$ cat src/sv/sfc_pkg.sv
`timescale 1ns / 1ps
// ----------------------------------------------------------------------------
// sfc_pkg
// Shared types and constants of the switch flick counter.
// ----------------------------------------------------------------------------
package sfc_pkg;

    // lane limit set by the width of pin_levels
    localparam int LANE_LIMIT        = 8;
    localparam int MAX_SWITCHES_DEF  = 8;

    localparam int ACT_W   = 4;
    localparam int GROUP_W = 8;
    localparam int CFG_IDX_W  = 1;
    localparam int CFG_DATA_W = 8;
    localparam int LEVELS_W = 8;
    localparam int IDX_W   = 3;
    localparam int CNT_W   = 3;
    localparam int REC_W   = 8;

    localparam logic [ACT_W-1:0]   ACT_RESET   = 4'd8;
    localparam logic [GROUP_W-1:0] GROUP_RESET = 8'd0;

    // record fields: [0] committed, [1] sampled, [3:2] count, [7:4] timer
    localparam logic [1:0] COUNT_SAT     = 2'b11;
    localparam logic [3:0] TIMER_OFF     = 4'b1111;
    localparam logic [3:0] TIMER_CAP     = 4'b1110;
    localparam logic [3:0] TIMER_TIMEOUT = 4'b1001;
    localparam logic [CNT_W-1:0] FLICK_MAX = 3'd7;

    localparam logic [REC_W-1:0] REC_REST_HI = 8'b0000_0011;
    localparam logic [REC_W-1:0] REC_REST_LO = 8'b0000_0000;
    localparam logic [REC_W-1:0] REC_QUICK   = 8'b0001_0010;
    localparam logic [REC_W-1:0] REC_OFF_HI  = 8'hf3;
    localparam logic [REC_W-1:0] REC_OFF_LO  = 8'hf0;

    typedef enum logic
    {
        FUNC_SCAN = 1'b0,
        FUNC_INIT = 1'b1
    } sfc_func_t;

    typedef enum logic [CFG_IDX_W-1:0]
    {
        CFG_ACTIVE_SWITCHES = 1'b0,
        CFG_GROUP_OFFSET    = 1'b1
    } sfc_cfg_idx_t;

    // event found by one lane on a scan
    typedef struct packed
    {
        logic             emit;
        logic [CNT_W-1:0] cnt;
        logic             lvl;
    } sfc_evt_t;

endpackage

$ cat src/sv/sfc_if.sv
`timescale 1ns / 1ps
// ----------------------------------------------------------------------------
// sfc interfaces
// Scan item, event item and configuration write channels.
// ----------------------------------------------------------------------------
interface sfc_scan_if;
    logic       valid;
    logic       ready;
    logic       func;
    logic [7:0] pin_levels;

    modport source (output valid, output func, output pin_levels, input ready);
    modport sink   (input valid, input func, input pin_levels, output ready);
endinterface

interface sfc_event_if;
    logic       valid;
    logic       ready;
    logic [2:0] switch_index;
    logic [2:0] flick_count;
    logic       level;
    logic [7:0] group_base;
    logic       last;

    modport source (output valid, output switch_index, output flick_count,
                    output level, output group_base, output last, input ready);
    modport sink   (input valid, input switch_index, input flick_count,
                    input level, input group_base, input last, output ready);
endinterface

interface sfc_cfg_if;
    logic       valid;
    logic       ready;
    logic [0:0] index;
    logic [7:0] wdata;

    modport source (output valid, output index, output wdata, input ready);
    modport sink   (input valid, input index, input wdata, output ready);
endinterface

$ cat src/sv/sfc_lane.sv
`timescale 1ns / 1ps
// ----------------------------------------------------------------------------
// sfc_lane
// One switch lane: holds the switch record and evaluates it on each item.
// ----------------------------------------------------------------------------
module sfc_lane
(
    input  logic              clk,
    input  logic              rst_n,
    input  logic              load,
    input  logic              lane_en,
    input  logic              func,
    input  logic              pin,
    output sfc_pkg::sfc_evt_t evt
);
    import sfc_pkg::*;

    logic [REC_W-1:0] rec_reg;
    logic [REC_W-1:0] rec_next;
    logic [REC_W-1:0] folded;
    logic [REC_W-1:0] scan_rec;
    logic [CNT_W-1:0] flicks;
    logic [3:0]       timer;
    logic             samp;

    // fold the new sample into the record
    always_comb
    begin
        folded = rec_reg;
        if (pin != rec_reg[1])
        begin
            if ((rec_reg[0] ^ rec_reg[1]) && (rec_reg[3:2] != COUNT_SAT))
            begin
                folded[3:2] = rec_reg[3:2] + 2'd1;
            end
            folded[1] = ~rec_reg[1];
        end
    end

    // evaluate the folded record
    always_comb
    begin
        samp     = folded[1];
        flicks   = {folded[3:2], folded[0] ^ folded[1]};
        timer    = folded[7:4];
        scan_rec = folded;
        evt      = '0;
        if ((flicks == '0) && ((timer == 4'd0) || (timer == TIMER_OFF)))
        begin
            scan_rec = folded;
        end
        else if (timer == TIMER_OFF)
        begin
            evt      = '{emit: 1'b1, cnt: 3'd1, lvl: 1'b1};
            scan_rec = samp ? REC_OFF_HI : REC_OFF_LO;
        end
        else if ((flicks == 3'd1) && (timer == 4'd0) && samp)
        begin
            evt      = '{emit: 1'b1, cnt: 3'd0, lvl: 1'b1};
            scan_rec = REC_QUICK;
        end
        else if ((flicks >= FLICK_MAX) || (timer >= TIMER_TIMEOUT))
        begin
            evt      = '{emit: 1'b1, cnt: flicks, lvl: samp};
            scan_rec = samp ? REC_REST_HI : REC_REST_LO;
        end
        else
        begin
            scan_rec = {(timer < TIMER_CAP) ? timer + 4'd1 : timer, folded[3:0]};
        end
        if (!lane_en || (func != FUNC_SCAN))
        begin
            evt = '0;
        end
    end

    // record update
    always_comb
    begin
        rec_next = rec_reg;
        if (load && lane_en)
        begin
            unique case (sfc_func_t'(func))
                FUNC_INIT: rec_next = pin ? REC_REST_HI : REC_REST_LO;
                FUNC_SCAN: rec_next = scan_rec;
                default:   rec_next = rec_reg;
            endcase
        end
    end

    always_ff @(posedge clk or negedge rst_n)
    begin
        if (!rst_n)
        begin
            rec_reg <= '0;
        end
        else
        begin
            rec_reg <= rec_next;
        end
    end

endmodule

$ cat src/sv/sfc_merge.sv
`timescale 1ns / 1ps
// ----------------------------------------------------------------------------
// sfc_merge
// Collects the lane events of one scan and sends them out one item per cycle
// while the receiver is ready, in lane order, flagging the final one.
// ----------------------------------------------------------------------------
module sfc_merge
#(
    parameter int LANES = sfc_pkg::MAX_SWITCHES_DEF
)
(
    input  logic                         clk,
    input  logic                         rst_n,
    input  logic                         load,
    input  sfc_pkg::sfc_evt_t            lane_evt [LANES],
    input  logic [sfc_pkg::GROUP_W-1:0]  group_offset,
    output logic                         idle,
    sfc_event_if.source                  event_out
);
    import sfc_pkg::*;

    localparam int SEL_W = (LANES > 1) ? $clog2(LANES) : 1;

    logic [LANES-1:0] pend_reg;
    logic [LANES-1:0] pend_next;
    logic [CNT_W-1:0] cnt_reg [LANES];
    logic [LANES-1:0] lvl_reg;
    logic [LANES-1:0] pick;
    logic [SEL_W-1:0] pick_idx;
    logic             pop;

    logic               out_valid_reg;
    logic [IDX_W-1:0]   out_idx_reg;
    logic [CNT_W-1:0]   out_cnt_reg;
    logic               out_lvl_reg;
    logic [GROUP_W-1:0] out_group_reg;
    logic               out_last_reg;

    assign idle = (pend_reg == '0);

    // lowest pending lane goes first
    always_comb
    begin
        pick     = '0;
        pick_idx = '0;
        for (int i = LANES - 1; i >= 0; i--)
        begin
            if (pend_reg[i])
            begin
                pick     = '0;
                pick[i]  = 1'b1;
                pick_idx = SEL_W'(i);
            end
        end
    end

    assign pop = (pend_reg != '0) && (!out_valid_reg || event_out.ready);

    // pending mask
    always_comb
    begin
        pend_next = pend_reg;
        if (load)
        begin
            for (int i = 0; i < LANES; i++)
            begin
                pend_next[i] = lane_evt[i].emit;
            end
        end
        else if (pop)
        begin
            pend_next = pend_reg & ~pick;
        end
    end

    always_ff @(posedge clk or negedge rst_n)
    begin
        if (!rst_n)
        begin
            pend_reg <= '0;
        end
        else
        begin
            pend_reg <= pend_next;
        end
    end

    // per-lane event payload
    always_ff @(posedge clk)
    begin
        if (load)
        begin
            for (int i = 0; i < LANES; i++)
            begin
                cnt_reg[i] <= lane_evt[i].cnt;
                lvl_reg[i] <= lane_evt[i].lvl;
            end
        end
    end

    // output register
    always_ff @(posedge clk or negedge rst_n)
    begin
        if (!rst_n)
        begin
            out_valid_reg <= 1'b0;
        end
        else if (pop)
        begin
            out_valid_reg <= 1'b1;
        end
        else if (event_out.ready)
        begin
            out_valid_reg <= 1'b0;
        end
    end

    always_ff @(posedge clk)
    begin
        if (pop)
        begin
            out_idx_reg   <= IDX_W'(pick_idx);
            out_cnt_reg   <= cnt_reg[pick_idx];
            out_lvl_reg   <= lvl_reg[pick_idx];
            out_group_reg <= group_offset;
            out_last_reg  <= ((pend_reg & ~pick) == '0);
        end
    end

    assign event_out.valid        = out_valid_reg;
    assign event_out.switch_index = out_idx_reg;
    assign event_out.flick_count  = out_cnt_reg;
    assign event_out.level        = out_lvl_reg;
    assign event_out.group_base   = out_group_reg;
    assign event_out.last         = out_last_reg;

    // selection picks at most one lane
    a_pick_onehot: assert property (@(posedge clk) disable iff (!rst_n)
        $onehot0(pick))
        else $error("merge picked more than one lane");

    // a new scan is never loaded over pending events
    a_load_idle: assert property (@(posedge clk) disable iff (!rst_n)
        load |-> (pend_reg == '0))
        else $error("scan loaded while events pending");

    // each pop retires exactly one pending event
    a_pop_retire: assert property (@(posedge clk) disable iff (!rst_n)
        pop |=> ($countones(pend_reg) + 1 == $countones($past(pend_reg))))
        else $error("pop did not retire exactly one event");

endmodule

$ cat src/sv/switch_flick_counter_core.sv
`timescale 1ns / 1ps
// ----------------------------------------------------------------------------
// switch_flick_counter_core
// Wall-switch flick counter: per-lane records, events merged in lane order.
// ----------------------------------------------------------------------------
// All active lanes evaluate a scan item together in the cycle it is accepted.
// The resulting events then leave through a single output register, one
// per cycle while the receiver is ready, lowest lane first, with last set
// on the final one. A scan that causes no event, or an initialize item, does
// not hold off the next item; a scan that causes events holds it off until
// the merge stage has passed every event to its one output port. The
// last event may still wait at the output while the next item is taken.
// Configuration writes are always accepted and take effect the next cycle.
// ----------------------------------------------------------------------------
module switch_flick_counter_core
#(
    parameter int MAX_SWITCHES = sfc_pkg::MAX_SWITCHES_DEF
)
(
    input  logic        clk,
    input  logic        rst_n,
    sfc_scan_if.sink    scan_in,
    sfc_event_if.source event_out,
    sfc_cfg_if.sink     cfg
);
    import sfc_pkg::*;

    localparam int LANES = (MAX_SWITCHES < LANE_LIMIT) ? MAX_SWITCHES : LANE_LIMIT;

    logic [ACT_W-1:0]   active_switches_reg;
    logic [GROUP_W-1:0] group_offset_reg;
    logic               load;
    logic               idle;
    sfc_evt_t           lane_evt [LANES];

    // configuration registers
    assign cfg.ready = 1'b1;

    always_ff @(posedge clk or negedge rst_n)
    begin
        if (!rst_n)
        begin
            active_switches_reg <= ACT_RESET;
            group_offset_reg    <= GROUP_RESET;
        end
        else if (cfg.valid)
        begin
            unique case (sfc_cfg_idx_t'(cfg.index))
                CFG_ACTIVE_SWITCHES: active_switches_reg <= cfg.wdata[ACT_W-1:0];
                CFG_GROUP_OFFSET:    group_offset_reg    <= cfg.wdata[GROUP_W-1:0];
                default:             group_offset_reg    <= group_offset_reg;
            endcase
        end
    end

    // input handshake
    assign scan_in.ready = idle;
    assign load          = scan_in.valid && idle;

    // switch lanes
    for (genvar g = 0; g < LANES; g++)
    begin : g_lane
        sfc_lane u_lane
        (
            .clk     (clk),
            .rst_n   (rst_n),
            .load    (load),
            .lane_en (ACT_W'(g) < active_switches_reg),
            .func    (scan_in.func),
            .pin     (scan_in.pin_levels[g]),
            .evt     (lane_evt[g])
        );
    end

    // event merge
    sfc_merge #(.LANES(LANES)) u_merge
    (
        .clk          (clk),
        .rst_n        (rst_n),
        .load         (load && (scan_in.func == FUNC_SCAN)),
        .lane_evt     (lane_evt),
        .group_offset (group_offset_reg),
        .idle         (idle),
        .event_out    (event_out)
    );

endmodule

$ cat src/flat_wrapper.sv
// flat-port wrapper written by rule: the top's interface ports become plain ports
module switch_flick_counter_core_flat import sfc_pkg::*;
#(
    parameter int MAX_SWITCHES = sfc_pkg::MAX_SWITCHES_DEF
)
  (clk, rst_n, scan_in_valid, scan_in_func, scan_in_pin_levels, scan_in_ready, event_out_valid, event_out_switch_index, event_out_flick_count, event_out_level, event_out_group_base, event_out_last, event_out_ready, cfg_valid, cfg_index, cfg_wdata, cfg_ready);
  sfc_scan_if scan_in_i ();
  sfc_event_if event_out_i ();
  sfc_cfg_if cfg_i ();
  input  logic clk;
  input  logic rst_n;
  input wire logic [$bits(scan_in_i.valid)-1:0] scan_in_valid;
  input wire logic [$bits(scan_in_i.func)-1:0] scan_in_func;
  input wire logic [$bits(scan_in_i.pin_levels)-1:0] scan_in_pin_levels;
  output wire logic [$bits(scan_in_i.ready)-1:0] scan_in_ready;
  output wire logic [$bits(event_out_i.valid)-1:0] event_out_valid;
  output wire logic [$bits(event_out_i.switch_index)-1:0] event_out_switch_index;
  output wire logic [$bits(event_out_i.flick_count)-1:0] event_out_flick_count;
  output wire logic [$bits(event_out_i.level)-1:0] event_out_level;
  output wire logic [$bits(event_out_i.group_base)-1:0] event_out_group_base;
  output wire logic [$bits(event_out_i.last)-1:0] event_out_last;
  input wire logic [$bits(event_out_i.ready)-1:0] event_out_ready;
  input wire logic [$bits(cfg_i.valid)-1:0] cfg_valid;
  input wire logic [$bits(cfg_i.index)-1:0] cfg_index;
  input wire logic [$bits(cfg_i.wdata)-1:0] cfg_wdata;
  output wire logic [$bits(cfg_i.ready)-1:0] cfg_ready;
  assign scan_in_i.valid = scan_in_valid;
  assign scan_in_i.func = scan_in_func;
  assign scan_in_i.pin_levels = scan_in_pin_levels;
  assign scan_in_ready = scan_in_i.ready;
  assign event_out_valid = event_out_i.valid;
  assign event_out_switch_index = event_out_i.switch_index;
  assign event_out_flick_count = event_out_i.flick_count;
  assign event_out_level = event_out_i.level;
  assign event_out_group_base = event_out_i.group_base;
  assign event_out_last = event_out_i.last;
  assign event_out_i.ready = event_out_ready;
  assign cfg_i.valid = cfg_valid;
  assign cfg_i.index = cfg_index;
  assign cfg_i.wdata = cfg_wdata;
  assign cfg_ready = cfg_i.ready;
  switch_flick_counter_core #(.MAX_SWITCHES(MAX_SWITCHES)) u_core (.clk(clk), .rst_n(rst_n), .scan_in(scan_in_i), .event_out(event_out_i), .cfg(cfg_i));
endmodule
$ cat config.mk
export PLATFORM = sky130hd
export DESIGN_NAME = switch_flick_counter_core_flat
export DESIGN_NICKNAME = d
export VERILOG_FILES = /design/src/sv/sfc_pkg.sv /design/src/sv/sfc_if.sv /design/src/sv/sfc_lane.sv /design/src/sv/sfc_merge.sv /design/src/sv/switch_flick_counter_core.sv /design/src/flat_wrapper.sv
export SDC_FILE = /design/constraint.sdc
export NUM_CORES = 1
export LEC_CHECK = 0
export BUFFER_PORTS_ARGS = -buffer_cell sky130_fd_sc_hd__buf_2
export CAP_MARGIN = 5
export CORE_MARGIN = 4
export CORE_UTILIZATION = 50
export CTS_CLUSTER_SIZE = 8
export DETAILED_ROUTE_END_ITERATION = 16
export GPL_TIMING_DRIVEN = 0
export PLACE_DENSITY = 0.7
export SLEW_MARGIN = 0
export SYNTH_ARGS = -nofsm -noshare
export SYNTH_HDL_FRONTEND = slang
export SYNTH_SLANG_ARGS = --single-unit
$ cat constraint.sdc
create_clock -name clk -period 2.6 [get_ports clk]
set_input_delay 0.26 -clock clk [delete_from_list [all_inputs] [get_ports clk]]
set_output_delay 0.26 -clock clk [all_outputs]
set_load 0.01 [all_outputs]
==> flow_summary.toml, run 1 <==
[clocking]
clock_sinks = 133
clockBufferDepth = 2
cts_htree_levels = 4
cts_tree = "built"
path_clk_slew_ps = 60
cts_buffers = 17
clk_latency_ps = 430
clockRootBuffer = "clkbuf_16"

[pwr]
power_density_nw_per_um2 = 1300
p_leak_nw = 3.92
vdd_drop_max_mv = 0.685

[setup_path]
crit_arrival_ps = 2800
crit_buf_inv = 2
required_ps = 2910
path_max_fanout = 10
crit_top_cell = "buf_4"
r2r-start = "u_core.u_merge.pend_reg[2]"
crit_chain = "buf_4, nor4_4, and3_1, buf_4, o21ai_2, a41o_2, nand2b_1, mux2_4"
path_delay_family = "simple AND/OR/NAND/NOR gates"
slowest_delay_ps = 430
ff2ff_setup_slack_ps = 120
start_kind = "flip-flop"
r2r_end = "u_core.g_lane[3].u_lane.rec_reg[0]"
cp_slowest_cell = "nor4_4"
reg2regPathDepth = 8
path_class = "reg -> reg"
endpoint_kind = "flip-flop"

[routing]
drcViolationCount = 0
drt_iter0_drc = 509
drtPass1Iterations = 7
drtAntennaViolNets = 0
via_per_inst = 6.15
wl_mm = 20.4
vias = 7040
wl_per_cell_um = 17.8

[logic_synthesis]
yosysWarningCount = 0
syn_nets = 912
syn-cell-area_um2 = 8290
synth_ff_type = "dfrtp_1"
ys_async_sr_fraction = 0.639
postSynthAreaPerCell_um2 = 9.70
seq_area_frac_synth = 0.431
syn_inst = 854
ys_ff_latch = 133
synth.distinct_cells = 87
synth-edff-count = 48

[sta]
fin_crit_sh = 0.956
tightest_slew_ps = 899
max_freq_ghz = 0.402
rsz0062_at_grt = "false"
fin_setup_tns_ps = 0
fin_crit_ps = 2480
drv_slew = 0
layout_setup_ws_ps = 115
slew_headroom = 0.398
skew_ps = 6.05
hold_violations = 0
setup_viol_count_final = 0

[global_routing]
track_usage = 0.223
grt_use_met1 = 0.310
grt_antenna_before_repair = 0
grt_pass1_wl_mm = 33.1
overflow = 0
top_usage_layer = "met2"
grt_pass1_vias = 6676
use_met2 = 0.354
use_met3 = 0.0474
grt_max_degree = 65

[hold_path]
hold_path_startpoint = "cfg_wdata[5]"
hold_path.class = "in -> reg"
hold_depth = 2
min_to = "u_core.group_offset_reg[5]"

[final_layout]
final-seq-area_um2 = 3570
fin_nets = 974
final_util = 0.597
antenna_cells = 0
largest_register_ffs = 64
multiInputGateArea_um2 = 4510
nFillCells = 1356
area_growth_pct = 15.7
fin_cells = 1145
layout-drive-gt1-share = 0.168

[status]
status = "finished clean"

[die]
start_util = 0.516
rows = 46
boundaryPins = 42
fp.dieW_um = 137
coreArea_um2 = 16100
die_area_um2 = 18700
die_h_um = 137

[place]
io_buffers = 39
globalplace.congestion = 0.864
post-dp-hpwl_mm = 14.2
place_ws_ps = -470
place_inst = 1110

[job]
drv_cap = 0
## worst max path at each step
stage	startpoint	end	slack, ps	cells after the start
after floorplan	u_core.u_merge.pend_reg[1]	u_core.u_merge.pend_reg[3]	200	8
after global placement	u_core.u_merge.pend_reg[1]	u_core.u_merge.pend_reg[5]	-370	8
after detailed placement	u_core.u_merge.pend_reg[1]	u_core.u_merge.pend_reg[3]	-470	8
after CTS	u_core.u_merge.pend_reg[3]	u_core.g_lane[4].u_lane.rec_reg[5]	30	7
after global routing	u_core.g_lane[4].u_lane.rec_reg[3]	u_core.g_lane[4].u_lane.rec_reg[6]	20	7
final	u_core.u_merge.pend_reg[2]	u_core.g_lane[3].u_lane.rec_reg[0]	120	8
## cell families after synthesis
kind of cell	after synthesis	share of synthesized area
muxes	33	0.0447
and+or+nand+nor	312	0.208
xor gates and xnor gates	14	0.0148
buffers and inverters	73	0.0385
other	1	0.000452
AOI/OAI and AO/OA	251	0.208
DFF	133	0.431
adders and majority gates	37	0.0553
## per-layer routing
metal / vias up / share of wire / wire [um]
met4: 0 / 0.017 / 337
met2: 264 / 0.47 / 9470
met5: - / 0 / 0
met3: 35 / 0.063 / 1290
met1: 3372 / 0.45 / 9260
li1: 3369 / - / -
## cell usage in the layout (no fill, tap or decap), types with 21 or more instances in the layout
master	count
o21ai_0	51
a21oi_1	52
nand3_1	31
nand2b_1	22
ha_1	35
o31ai_1	21
nand2_1	73
dfrtp_1	84
edfxtp_1	48
nor2_1	60
buf_2	44
inv_1	37
## cells in the mapped netlist, types with 12 or more instances
cell type   n  share of area
nor3_1     15         0.0091
nor2_1     62          0.028
clkbuf_1   19         0.0086
nor4b_1    13          0.014
inv_1      37          0.017
edfxtp_1   48           0.17
mux2i_1    13          0.016
ha_1       35          0.053
nand2_1    74          0.034
a21oi_1    54          0.033
a31oi_1    14          0.011
dfrtp_1    84           0.25
nand2b_1   23          0.017
nand3_1    32          0.019
mux2_2     18          0.024
or3_1      12         0.0091
and3_1     15          0.011
o21ai_0    51          0.031
o31ai_1    22          0.020
## repair_timing
item	in CTS	in global routing
hold buffers	1	0
cloned	0	1
hold endpoints to repair	21	0
gates resized for setup	2	20
pin swaps	0	4
endpoints found under the setup margin	9	70
buffers inserted	0	1
## worst reg2reg max path, delay by kind of cell (launching register included)
kind / cells / cell delay [ps]
buf+inv: 2 / 380
compound gates: 2 / 510
mux: 1 / 290
flops: 1 / 360
simple gates: 3 / 840
## metrics by stage
| step | hold WS, ps | cell area (um^2) | total power [mW] |
|---|---|---|---|
| global route | 69.2 | 9590 | 13.3 |
| finish | 71.1 | 9590 | 12.4 |
| detailed placement | 191 | 8790 | 9.34 |
| floorplan | -35.6 | 8290 | 7.85 |
| global placement | 420 | 8760 | 9.24 |
| CTS | 59.3 | 9480 | 12.2 |
## cell type report
type	count	share of cell area
inverter	38	0.0149
multi-input combinational	649	0.471
clock inverter	14	0.0257
buffer	35	0.0185
tap	216	0.0282
timing repair buffer	42	0.0253
sequential	133	0.372
clock buffer	18	0.0447
## power breakdown
part	switching (mW)	internal, mW
sequential	0.585	3.10
clock	0.952	1.81
combinational	3.70	2.28
total	5.24	7.19
No activity file was read; power rests on OpenSTA's default activity.
==> inputs of run 2 (changes only) <==
Clock period 2.6 ns to 2.2 ns, I/O delays scaled along.
==> run 2 against run 1 <==
Effect of this change: the run now ends with negative setup slack left; sequential share of layout area decreased by 5.0 points; register-to-register slack got worse by 150 ps; non-clock buffer count increased by 83; combinational power increased by 71%; worst setup slack got worse by 150 ps; fmax increased by 11%; sequential power increased by 21%; via count increased by 7.2%; core utilization increased by 9.6 points; global-route usage increased by 2.2 points; largest cell class unchanged; largest power group unchanged.
==> flow_summary.toml, run 2 (same netlist as run 1, synthesis figures left out) <==
[routing]
wl_met1_mm = 10.1
drtPass1Iterations = 6
top_layer_used = "met4"
met3_wirelength_mm = 1.51
wl_per_cell_um = 19.2
wl_mm = 23.6
via_per_inst = 6.14
drt_iter0_drc = 614
drtAntennaViolNets = 0
drcViolationCount = 0
met2_length_mm = 11.5
vias = 7550

[place]
io_buffers = 39
post-dp-hpwl_mm = 14.0
place_inst = 1110
globalplace.congestion = 0.896

[clocking]
cts_tree = "built"
clockBufferDepth = 2
path_clk_slew_ps = 60
clockRootBuffer = "clkbuf_16"
cts_buffers = 17
cts_htree_levels = 4
clock_sinks = 133
clk_latency_ps = 430

[setup_path]
path_class = "reg -> reg"
r2r_end = "u_core.g_lane[4].u_lane.rec_reg[6]"
r2r-start = "u_core.g_lane[4].u_lane.rec_reg[4]"
endpoint_kind = "flip-flop"
path_max_fanout = 6
crit_start = "u_core.g_lane[4].u_lane.rec_reg[4]"
start_kind = "flip-flop"
crit_arrival_ps = 2550
ff2ff_setup_slack_ps = -40
reg2regPathDepth = 7
required_ps = 2510

[job]
drv_cap = 0

[global_routing]
grt_pass1_vias = 7180
track_usage = 0.245
overflow = 0
grt_pass1_wl_mm = 36.1
grt_antenna_before_repair = 0
grt_max_degree = 64

[sta]
skew_ps = 11.6
timing.hold.ws_ps = 27.2
layout_setup_ws_ps = -36.0
hold_violations = 0
slew_headroom = 0.405
max_freq_ghz = 0.447
rsz0062_at_grt = "true"
drv_slew = 0
tightest_slew_ps = 893
fin_crit_ps = 2240
fin_crit_sh = 1.02
setup_viol_count_final = 3

[hold_path]
hold_depth = 2
hold_path_startpoint = "cfg_wdata[7]"
min_to = "u_core.group_offset_reg[7]"
hold_path.class = "in -> reg"

[die]
rows = 46
die_h_um = 137
boundaryPins = 42
coreArea_um2 = 16100
start_util = 0.516
fp.dieW_um = 137
die_area_um2 = 18700

[final_layout]
antenna_cells = 0
mostFrequentLayoutCells = "91 x buf_4, 69 x dfrtp_1, 68 x nand2_1"
area_growth_pct = 34.4
largest_register_ffs = 64
fin_nets = 1058
layout-drive-gt1-share = 0.364
final_common_cell = "buf_4"
nFillCells = 1126
fin_cells = 1229

[status]
status = "complete, but fails checks"
violations = "negative setup slack"

[pwr]
p_leak_nw = 4.51
fin_total_pwr_mw = 17.8
power_density_nw_per_um2 = 1600
vdd_drop_max_mv = 0.850
[run 2: metrics by stage]
step	area (um^2)	utilization	TNS [ps]	setup WS, ps
floorplan	8310	-	0	2.57
global placement	8780	0.547	-24110	-505
detailed placement	8810	0.548	-24290	-528
CTS	10200	0.638	-457	-67.5
global route	11100	0.694	-1690	-95.1
finish	11100	0.694	-71.0	-36.0
[run 2: how the worst max path moves through the flow]
stage,endpoint,slack [ps],cells after the start
detailed placement,u_core.g_lane[4].u_lane.rec_reg[5],-530,8
global route,u_core.u_merge.cnt_reg[2][1],-100,7
global placement,u_core.g_lane[4].u_lane.rec_reg[5],-500,8
floorplan,u_core.g_lane[4].u_lane.rec_reg[4],3,8
finish,u_core.g_lane[4].u_lane.rec_reg[6],-40,7
CTS,u_core.u_merge.lvl_reg[7],-70,7
[run 2: routing by layer]
layer | GRT usage | vias to the layer above
met3 | 0.0496 | 50
met4 | 0.0806 | 0
met5 | 0 | -
met1 | 0.331 | 3666
li1 | - | 3539
met2 | 0.396 | 295
[run 2: worst max-delay path, cell delays in order (launching register included)]
cell and delay (ps):
dfrtp_2 440, inv_1 80, ha_2 190, or3b_2 470, a32o_2 300, a31oi_4 270
nand2_1 120, o41ai_2 240
[run 2: repair_timing]
item | in CTS | in global routing
gates cloned | 1 | 3
gates resized for setup | 88 | 134
endpoints found under the setup margin | 112 | 116
pin swaps | 27 | 55
buffers inserted | 47 | 43
hold buffers | 1 | 0
hold endpoints to repair | 22 | 0
[run 2: area by class of cell]
type / instances / area (um^2) / area share
Inverter: 38 / 143 / 0.0128
Tap cell: 216 / 270 / 0.0243
Multi-Input combinational cell: 650 / 5370 / 0.482
Buffer: 27 / 169 / 0.0152
Sequential cell: 133 / 3590 / 0.322
Timing Repair Buffer: 133 / 932 / 0.0837
Clock buffer: 20 / 468 / 0.0420
Clock inverter: 12 / 200 / 0.0180
[run 2: power by group]
part	switching [mW]	leakage, nW	total [mW]	internal [mW]
clock network	1.08	0.319	3.19	2.11
registers	0.773	1.52	4.45	3.68
logic	5.67	2.67	10.2	4.53
